<file path="src/brme_pkg.sv">
// shared types, opcodes and the minifloat encoder for the byte register machine executor
package brme_pkg;

    localparam int NUM_REGS  = 16;
    localparam int MEM_BYTES = 256;
    localparam int REG_AW    = $clog2(NUM_REGS);
    localparam int MEM_AW    = $clog2(MEM_BYTES);

    localparam logic [3:0] OP_LOAD_MEM = 4'h1;
    localparam logic [3:0] OP_LOAD_IMM = 4'h2;
    localparam logic [3:0] OP_STORE    = 4'h3;
    localparam logic [3:0] OP_MOVE     = 4'h4;
    localparam logic [3:0] OP_ADD      = 4'h5;
    localparam logic [3:0] OP_SUB_FLT  = 4'h6;
    localparam logic [3:0] OP_JUMP_EQ  = 4'hB;
    localparam logic [3:0] OP_HALT     = 4'hC;

    localparam logic [1:0] ST_EXEC    = 2'd0;
    localparam logic [1:0] ST_HALT    = 2'd1;
    localparam logic [1:0] ST_UNKNOWN = 2'd2;

    typedef struct packed {
        logic [15:0] word;
        logic [7:0]  opa;
        logic [7:0]  opb;
        logic [7:0]  r0;
        logic [7:0]  mem;
        logic [7:0]  pc;
    } t_operands;

    typedef struct packed {
        logic [1:0] status;
        logic       taken;
        logic [7:0] pc;
        logic [7:0] value;
        logic       wreg;
        logic       wmem;
    } t_result;

    // sign, exponent clamped at 7, four bits below the leading one
    function automatic logic [7:0] to_minifloat(input logic [7:0] s, input logic [7:0] t);
        logic        neg;
        logic [7:0]  a;
        logic [2:0]  e;
        logic [2:0]  ex;
        logic [11:0] sh;
        neg = (s < t);
        a   = neg ? (t - s) : (s - t);
        e   = 3'd0;
        for (int i = 1; i < 8; i++) begin
            if (a[i]) begin
                e = 3'(i);
            end
        end
        ex = (e > 3'd4) ? 3'd7 : (e + 3'd3);
        sh = {a, 4'b0000} >> e;
        return (a == 8'd0) ? 8'd0 : {neg, ex, sh[3:0]};
    endfunction

endpackage

</file>
<file path="src/byte_register_machine_executor_core.sv">
// top level: operand read stage, execute, result register and architectural state
// an accepted word is held in the operand read register, executed, and its result captured in the result register
// throughput: one instruction word per cycle while the output is not stalled, set by the single execute stage
// operands are read at accept and bypassed from the result register on a hit
// reset clears registers, counter and the data memory valid bits at once; no clearing pass
module byte_register_machine_executor_core (
    input  logic        i_clk,
    input  logic        i_rst_n,
    input  logic        i_valid,
    output logic        o_stall,
    input  logic [15:0] i_instruction_word,
    output logic        o_valid,
    input  logic        i_stall,
    output logic [1:0]  o_status,
    output logic        o_branch_taken,
    output logic [7:0]  o_program_counter,
    output logic [7:0]  o_written_value,
    output logic        o_wrote_register,
    output logic        o_wrote_memory
);
    import brme_pkg::*;

    logic        r_v1;
    logic [15:0] r_word1;
    logic [7:0]  r_rd_a;
    logic [7:0]  r_rd_b;
    logic [7:0]  r_rd_0;
    logic        r_fwd_a;
    logic        r_fwd_b;
    logic        r_fwd_0;
    logic        r_fwd_m;
    logic [7:0]  r_rf [NUM_REGS];
    logic [7:0]  r_pc;
    logic        r_v2;
    t_result     r_out;

    logic              w_acc;
    logic              w_adv1;
    logic [3:0]        w_in_op;
    logic [REG_AW-1:0] w_in_r;
    logic [REG_AW-1:0] w_addr_a;
    logic [REG_AW-1:0] w_addr_b;
    logic [MEM_AW-1:0] w_in_xy;
    logic [REG_AW-1:0] w_r1_r;
    logic [MEM_AW-1:0] w_r1_xy;
    logic [7:0]        w_mem_rd;
    t_operands         w_ops;
    t_result           w_res;

    assign w_adv1  = r_v1 && (!r_v2 || !i_stall);
    assign o_stall = r_v1 && !w_adv1;
    assign w_acc   = i_valid && !o_stall;

    assign w_in_op  = i_instruction_word[15:12];
    assign w_in_r   = i_instruction_word[11:8];
    assign w_in_xy  = i_instruction_word[7:0];
    assign w_addr_a = (w_in_op == OP_STORE || w_in_op == OP_JUMP_EQ) ?
                      w_in_r : i_instruction_word[7:4];
    assign w_addr_b = i_instruction_word[3:0];
    assign w_r1_r   = r_word1[11:8];
    assign w_r1_xy  = r_word1[7:0];

    brme_dmem u_dmem (
        .i_clk     (i_clk),
        .i_rst_n   (i_rst_n),
        .i_rd_en   (w_acc),
        .i_rd_addr (w_in_xy),
        .o_rd_data (w_mem_rd),
        .i_wr_en   (w_adv1 && w_res.wmem),
        .i_wr_addr (w_r1_xy),
        .i_wr_data (w_res.value)
    );

    // operand read; a hit on the word committing at this edge is bypassed later
    always_ff @(posedge i_clk) begin
        if (w_acc) begin
            r_word1 <= i_instruction_word;
            r_rd_a  <= r_rf[w_addr_a];
            r_rd_b  <= r_rf[w_addr_b];
            r_rd_0  <= r_rf[0];
            r_fwd_a <= w_adv1 && w_res.wreg && (w_r1_r == w_addr_a);
            r_fwd_b <= w_adv1 && w_res.wreg && (w_r1_r == w_addr_b);
            r_fwd_0 <= w_adv1 && w_res.wreg && (w_r1_r == '0);
            r_fwd_m <= w_adv1 && w_res.wmem && (w_r1_xy == w_in_xy);
        end
    end

    assign w_ops.word = r_word1;
    assign w_ops.opa  = r_fwd_a ? r_out.value : r_rd_a;
    assign w_ops.opb  = r_fwd_b ? r_out.value : r_rd_b;
    assign w_ops.r0   = r_fwd_0 ? r_out.value : r_rd_0;
    assign w_ops.mem  = r_fwd_m ? r_out.value : w_mem_rd;
    assign w_ops.pc   = r_pc;

    brme_alu u_alu (
        .i_ops (w_ops),
        .o_res (w_res)
    );

    always_ff @(posedge i_clk) begin
        if (!i_rst_n) begin
            for (int i = 0; i < NUM_REGS; i++) begin
                r_rf[i] <= 8'd0;
            end
        end else if (w_adv1 && w_res.wreg) begin
            r_rf[w_r1_r] <= w_res.value;
        end
    end

    always_ff @(posedge i_clk) begin
        if (!i_rst_n) begin
            r_v1 <= 1'b0;
            r_v2 <= 1'b0;
            r_pc <= 8'd0;
        end else begin
            r_v1 <= w_acc || (r_v1 && !w_adv1);
            r_v2 <= w_adv1 || (r_v2 && i_stall);
            if (w_adv1) begin
                r_pc <= w_res.pc;
            end
        end
    end

    always_ff @(posedge i_clk) begin
        if (w_adv1) begin
            r_out <= w_res;
        end
    end

    assign o_valid           = r_v2;
    assign o_status          = r_out.status;
    assign o_branch_taken    = r_out.taken;
    assign o_program_counter = r_out.pc;
    assign o_written_value   = r_out.value;
    assign o_wrote_register  = r_out.wreg;
    assign o_wrote_memory    = r_out.wmem;

    a_pc_only_on_branch: assert property (@(posedge i_clk) disable iff (!i_rst_n)
        ($past(i_rst_n) && r_pc != $past(r_pc)) |-> $past(w_adv1 && w_res.taken))
        else $error("program counter changed without a taken branch");

    a_pc_matches_result: assert property (@(posedge i_clk) disable iff (!i_rst_n)
        o_valid |-> (o_program_counter == r_pc))
        else $error("result counter differs from architectural counter");

    a_no_write_unless_exec: assert property (@(posedge i_clk) disable iff (!i_rst_n)
        (o_valid && o_status != ST_EXEC) |->
        (!o_wrote_register && !o_wrote_memory && o_written_value == 8'd0))
        else $error("halt or unknown word reported a write");

endmodule

</file>
<file path="src/brme_alu.sv">
// instruction decode and execute logic between operand and result registers
module brme_alu (
    input  brme_pkg::t_operands i_ops,
    output brme_pkg::t_result   o_res
);
    import brme_pkg::*;

    logic [3:0] w_op;
    logic [7:0] w_xy;

    assign w_op = i_ops.word[15:12];
    assign w_xy = i_ops.word[7:0];

    always_comb begin
        o_res        = '0;
        o_res.pc     = i_ops.pc;
        o_res.status = ST_EXEC;
        unique case (w_op)
            OP_LOAD_MEM: begin
                o_res.value = i_ops.mem;
                o_res.wreg  = 1'b1;
            end
            OP_LOAD_IMM: begin
                o_res.value = w_xy;
                o_res.wreg  = 1'b1;
            end
            OP_STORE: begin
                o_res.value = i_ops.opa;
                o_res.wmem  = 1'b1;
            end
            OP_MOVE: begin
                o_res.value = i_ops.opa;
                o_res.wreg  = 1'b1;
            end
            OP_ADD: begin
                o_res.value = i_ops.opa + i_ops.opb;
                o_res.wreg  = 1'b1;
            end
            OP_SUB_FLT: begin
                o_res.value = to_minifloat(i_ops.opa, i_ops.opb);
                o_res.wreg  = 1'b1;
            end
            OP_JUMP_EQ: begin
                if (i_ops.opa == i_ops.r0) begin
                    o_res.pc    = w_xy;
                    o_res.taken = 1'b1;
                end
            end
            OP_HALT: begin
                o_res.status = ST_HALT;
            end
            default: begin
                o_res.status = ST_UNKNOWN;
            end
        endcase
    end

endmodule

</file>
<file path="src/brme_dmem.sv">
// 256-byte data memory with per-byte valid bits and registered read
module brme_dmem (
    input  logic                        i_clk,
    input  logic                        i_rst_n,
    input  logic                        i_rd_en,
    input  logic [brme_pkg::MEM_AW-1:0] i_rd_addr,
    output logic [7:0]                  o_rd_data,
    input  logic                        i_wr_en,
    input  logic [brme_pkg::MEM_AW-1:0] i_wr_addr,
    input  logic [7:0]                  i_wr_data
);
    import brme_pkg::*;

    logic [7:0]           r_mem [MEM_BYTES];
    logic [MEM_BYTES-1:0] r_vld;
    logic [7:0]           r_rd_data;
    logic                 r_rd_vld;

    always_ff @(posedge i_clk) begin
        if (!i_rst_n) begin
            r_vld <= '0;
        end else if (i_wr_en) begin
            r_vld[i_wr_addr] <= 1'b1;
        end
    end

    always_ff @(posedge i_clk) begin
        if (i_wr_en) begin
            r_mem[i_wr_addr] <= i_wr_data;
        end
    end

    always_ff @(posedge i_clk) begin
        if (i_rd_en) begin
            r_rd_data <= r_mem[i_rd_addr];
            r_rd_vld  <= r_vld[i_rd_addr];
        end
    end

    // bytes never written since reset read as zero
    assign o_rd_data = r_rd_vld ? r_rd_data : 8'd0;

endmodule
</file>
<file path="config.mk">
export PLATFORM = sky130hd
export DESIGN_NAME = byte_register_machine_executor_core
export DESIGN_NICKNAME = d
export VERILOG_FILES = /design/src/brme_pkg.sv /design/src/byte_register_machine_executor_core.sv /design/src/brme_alu.sv /design/src/brme_dmem.sv
export SDC_FILE = /design/constraint.sdc
export NUM_CORES = 2
export LEC_CHECK = 0
export BUFFER_PORTS_ARGS = -buffer_cell sky130_fd_sc_hd__buf_2
export CAP_MARGIN = 40
export CORE_MARGIN = 2
export CORE_UTILIZATION = 63
export CTS_CLUSTER_SIZE = 14
export DETAILED_ROUTE_END_ITERATION = 16
export GPL_TIMING_DRIVEN = 0
export PLACE_DENSITY_LB_ADDON = 0.05
export SLEW_MARGIN = 5
export SYNTH_ARGS = -nofsm -noshare
export SYNTH_HDL_FRONTEND = slang
export SYNTH_SLANG_ARGS = --single-unit
export TNS_END_PERCENT = 100
</file>
<file path="constraint.sdc">
create_clock -name i_clk -period 10.2 [get_ports i_clk]
set_input_delay 2.04 -clock i_clk [delete_from_list [all_inputs] [get_ports i_clk]]
set_output_delay 2.04 -clock i_clk [all_outputs]
set_load 0.1 [all_outputs]
</file>
# Word-level counts from Yosys, hierarchy flattened
# Memory sizes are Yosys's and may differ from the RTL's. A register that Yosys moved wholly into a read port is not among the register bits.
# Cells that the tools add are included.
[totals]
reg_bits = 308
ramBits = 2176
output_inout_bits = 23
elab_cells = 104
n_memories = 2
[memory_table]
columns = ["name", "words", "width", "read_ports", "rd_ports_with_merged_regs", "wr", "line_no", "source"]
rows = [
  ["u_dmem.r_mem", 256, 8, 1, 1, 1, "brme_dmem.sv:14", "logic [7:0] r_mem [MEM_BYTES];"],
  ["r_rf", 16, 8, 3, 3, 16, "byte_register_machine_executor_core.sv:32", "logic [7:0] r_rf [NUM_REGS];"],
]
[op_classes]
add_sub_neg = 4
order_cmp = 5
n_eq_ne = 14
n_shift = 1
n_mux = 36
n_bitwise = 1
n_reduce_logical = 25
[ops]
columns = ["op", "n"]
rows = [
  ["256-bit OR", 1],
  ["8-bit two-way mux", 9],
  ["8-bit one-hot mux with 5 select lines", 1],
  ["8-bit by 9-bit less-than comparator with 1-bit output, second input constant", 2],
  ["3-bit two-way mux", 6],
  ["8-bit equality test", 2],
  ["8-bit subtractor", 2],
  ["4-bit by 2-bit equality test with 1-bit output, second input constant", 3],
  ["4-bit by 3-bit equality test with 1-bit output, second input constant", 3],
  ["4-bit equality test, second input constant", 3],
  ["1-bit two-way mux", 12],
  ["12-bit by 3-bit >> shifter with 4-bit output", 1],
  ["1-bit logical AND", 11],
  ["9-bit two-way mux", 1],
  ["8-bit adder", 1],
  ["1-bit binary-select mux with 8-bit select", 1],
  ["1-bit demux with 8-bit select", 1],
  ["4-bit equality test", 2],
  ["8-bit by 1-bit >= comparator with 1-bit output, second input constant", 1],
  ["8-bit zero test", 1],
  ["8-bit less-than comparator", 1],
  ["4-bit two-way mux", 2],
  ["8-bit OR reduction", 1],
  ["7-bit OR reduction", 1],
  ["other kinds (10)", 17],
]

# Depth between registers and ports, before layout
[depth]
word_depth = 16
mapped_depth = 22
mapped_depth_nobuf = 18

# Modules after synthesis
# A second synthesis with hierarchy kept.
[unflattened]
cells_unflattened = 5569
hier_area_um2 = 101897.7
[modules_own_cells]
columns = ["module", "instances", "cells_per_inst", "area_per_inst_um2"]
rows = [
  ["brme_dmem", 1, 4478, 89072.9],
  ["byte_register_machine_executor_core", 1, 794, 10739.0],
  ["brme_alu", 1, 297, 2085.8],
]

# Worst setup path after synthesis
# OpenSTA, ideal clock, no wires.
[synth_path]
path_type = "flip-flop to flip-flop"
from = "reg r_out (netlist bit o_written_value[0])"
to = "reg r_out (netlist bit o_written_value[6]) (data pin)"
t_arrival_ns = 7.031
setup_slack_ns = 2.394
stages_incl_launch_ff = 20
cell_sequence = "edfxtp_1 > mux2i_1 > inv_1 > ha_1 > inv_1 > fa_1 > a21oi_1 > o21bai_1 > a22oi_1 > xnor2_1 > clkbuf_1 > or2_2 > o211ai_1 > inv_1 > ha_1 > ha_1 > o221a_1 > buf_4 > buf_6 > inv_1"
[synth_lines]
columns = ["element", "line_no", "source"]
rows = [
  ["from (decl)", "byte_register_machine_executor_core.sv:35", "t_result r_out;"],
  ["from (signal assigned)", "byte_register_machine_executor_core.sv:126", "r_out <= w_res;"],
]

==> impl_metrics.ini <==
[run_status]
outcome = finished, final reports clean

[global_route]
grt_pass1_vias = 52100
grt_overflow_total = 0
grt_use_total = 0.339
grt_max_degree = 153
antenna_found_initial = 16
grt_pass1_wl_um = 382000

[sta]
hold_viol_final = 0
grt_setup_unrepaired = no
setup_slack_ns = 3.98
fmax_mhz = 161
period_minus_slack_ns = 6.22
finalMaxSlewViolations = 0
slew_headroom = 0.290
finalSetupViolations = 0
tightestPinTransition_ns = 1.06
fin_worst_skew_ns = 0.0673
finalCritPeriodShare = 0.610

[critical_path]
crit_start = o_written_value[1]
end_kind = flip-flop
ff2ff_setup_slack_ns = 3.98
crit_arrival_ns = 6.71
r2r_cells = 18
required_ns = 10.69
cp_slowest_cell = mux2i_1
cp_max_fo = 152
r2r-end = u_dmem.r_mem[202][5]
r2r-start = o_written_value[1]
crit_chain = mux2i_1 > inv_1 > fa_1 > nand3_1 > a21o_1 > a211oi_1 > o21ai_1 > nand2_1 > a211oi_2 > ha_1 > inv_1 > ha_1 > nand2b_1 > a21oi_2 > buf_4 > inv_8 > buf_16 > buf_16
critPathLaunchType = flip-flop
critical_path_class = reg2reg
slowest_delay_ns = 0.58

[die]
num_rows = 146
pin_count = 43
start_util = 0.633
die_y_um = 402
dieArea_um2 = 162000
die_w_um = 402
core_um2 = 158000

[logic_synthesis]
yosysTopAreaCell = edfxtp_1
synthesis.nets = 4959
ys_top_cells_by_area = edfxtp_1, mux4_2, dfxtp_1
synth_commonest_cells = edfxtp_1, mux4_2, nor2_1
yosysWarnings = 0
async_flop_share = 0
synth-edff-count = 2250
synth_most_common_cell = edfxtp_1
synth_cells = 4911
synth_seq_cells = 2516
synth_top_area_share = 0.676
synth_ff_type = edfxtp_1
synth-seq-area-share = 0.729
synth_cell_types = 74
syn-cell-area_um2 = 100000
post_synth.cell_area_avg_um2 = 20.4

[pwr]
peakVddDrop_mv = 0.202
power_density_nw_per_um2 = 198
p_leak_nw = 36.0
power_w = 0.0224

[worst_hold_path]
hp-class = reg2reg
whs_path_depth = 1
hold_end = u_dmem.r_vld[167]
hold_start = u_dmem.r_vld[167]

[clock_tree]
cts.sinks = 2516
clockBufferDepth = 3
cts_made_buffers = 237
clk_pin_slew_ns = 0.06
postCtsHoldBufs = 0
clkLatencyLatePin_ns = 0.91
post-cts-setup-buffer-count = 0
cts_resized = 0
cts_root_buffer = clkbuf_16
htreeDepth = 4
cts_tree = yes

[final_layout]
syn_to_final_growth_pct = 13.1
num-nets-final = 5432
fillCellCount = 9354
fin_util = 0.716
drive_gt1_frac = 0.274

[routing]
avgRoutedWirePerCell_um = 35.3
ant_nets = 0
wirelength_um = 271000
firstDrtPassIters = 8
drt_iter0_markers = 7738
route.detailed.drc = 0
vias_per_cell = 6.93
vias = 53300

[placed_design]
port-buffer-count = 42
gp_congestion = 0.965
dp_slack_ns = 3.56
dp_hpwl_um = 183000

[flow_run]
maxCapViolCount = 0
-- through the flow --
stage	area, µm²	hold WS [ns]	setup TNS [ns]	std cells
final	113000	0.462	0	7683
after global routing	113000	0.474	0	7673
after CTS	113000	0.461	0	7658
after detailed placement	105000	0.448	0	7204
after global placement	103000	0.441	-1908.14	7025
after floorplan	100000	0.435	0	4911
-- layout make-up --
class / instances / area (µm²) / area share
tap: 2072 / 2590 / 0.0229
inverter: 32 / 165 / 0.00146
antenna: 12 / 30.0 / 0.000266
clock inverter: 109 / 1150 / 0.0102
buffer: 315 / 1360 / 0.0120
sequential: 2516 / 72900 / 0.645
timing repair buffer: 234 / 2500 / 0.0221
multi-input combinational: 2048 / 25700 / 0.227
clock buffer: 345 / 6730 / 0.0595
-- placed cells by master, fill, tap and decap left out, types with 9 or more instances in the layout --
master,netlist,final
clkinv_2,0,39
o21ai_0,16,16
nor2_1,376,376
a31oi_1,18,18
o21a_1,261,261
a21oi_1,69,69
clkinv_1,0,35
edfxtp_1,2250,2250
nor3_1,11,10
clkbuf_2,0,20
mux2_2,11,11
bufinv_16,0,14
clkinv_16,0,9
buf_4,10,104
a211oi_1,48,48
and2_1,36,36
clkbuf_8,0,39
mux2i_1,41,41
clkbuf_1,208,257
buf_6,4,41
clkbuf_16,0,237
nor2b_1,22,21
buf_1,24,24
diode_2,0,12
buf_16,0,18
buf_8,0,36
inv_1,29,26
dfxtp_1,266,266
buf_2,69,111
a311oi_1,16,16
mux4_2,804,804
nand3_1,19,19
nand4_1,9,9
nand2_1,136,134
xnor2_1,31,31
ha_1,25,25
-- per-layer routing --
metal	track usage	share of wire	routed length, µm
met2	0.517	0.47	127000
met4	0.133	0.043	11500
met3	0.0805	0.12	32300
met5	0	0.00011	30
met1	0.484	0.37	99600
-- worst max path at each step --
stage | end | slack, ns | cells after the start
floorplan | o_written_value[6] | 2.39 | 19
global placement | u_dmem.r_mem[82][0] | -1.96 | 14
detailed placement | u_dmem.r_rd_data[4] | 3.56 | 8
CTS | u_dmem.r_mem[82][4] | 4.00 | 21
global route | u_dmem.r_mem[202][5] | 3.62 | 21
finish | u_dmem.r_mem[202][5] | 3.98 | 18
-- power breakdown --
group	total [W]	leakage [nW]	switching [W]	internal, W
combinational	0.00198	9.68	0.00137	0.000610
clock	0.00879	3.84	0.00384	0.00495
sequential	0.0116	22.4	0.0000272	0.0116
-- kinds of logic (layout without fill, tap and decap cells) --
logic type / count (synthesis) / count (layout) / synth area share
xor+xnor: 37 / 37 / 0.00332
buf+inv: 347 / 1035 / 0.0146
other cells: 0 / 12 / 0
mux: 857 / 857 / 0.187
fa+ha+maj: 28 / 28 / 0.00373
simple gates: 637 / 637 / 0.0270
flops: 2516 / 2516 / 0.729
compound gates: 489 / 489 / 0.0357
-- sequential cells by signal, summed over array words and instances (netlist names), 16 cells and up --
signal and flops:
r_rf 128, u_dmem.r_mem 2048, u_dmem.r_vld 256, r_word1 16
-- worst max-delay path: cells and delay by family, from the launching register on --
family                   cells  cell delay (ns)
flip-flops                   1             0.53
buffers and inverters        6             1.30
adder cells (fa/ha/maj)      3             0.90
AO/OA/AOI/OAI                5             1.75
AND/OR/NAND/NOR              3             0.56
multiplexers                 1             0.58
Note: power is estimated with default switching activity, not from simulation.
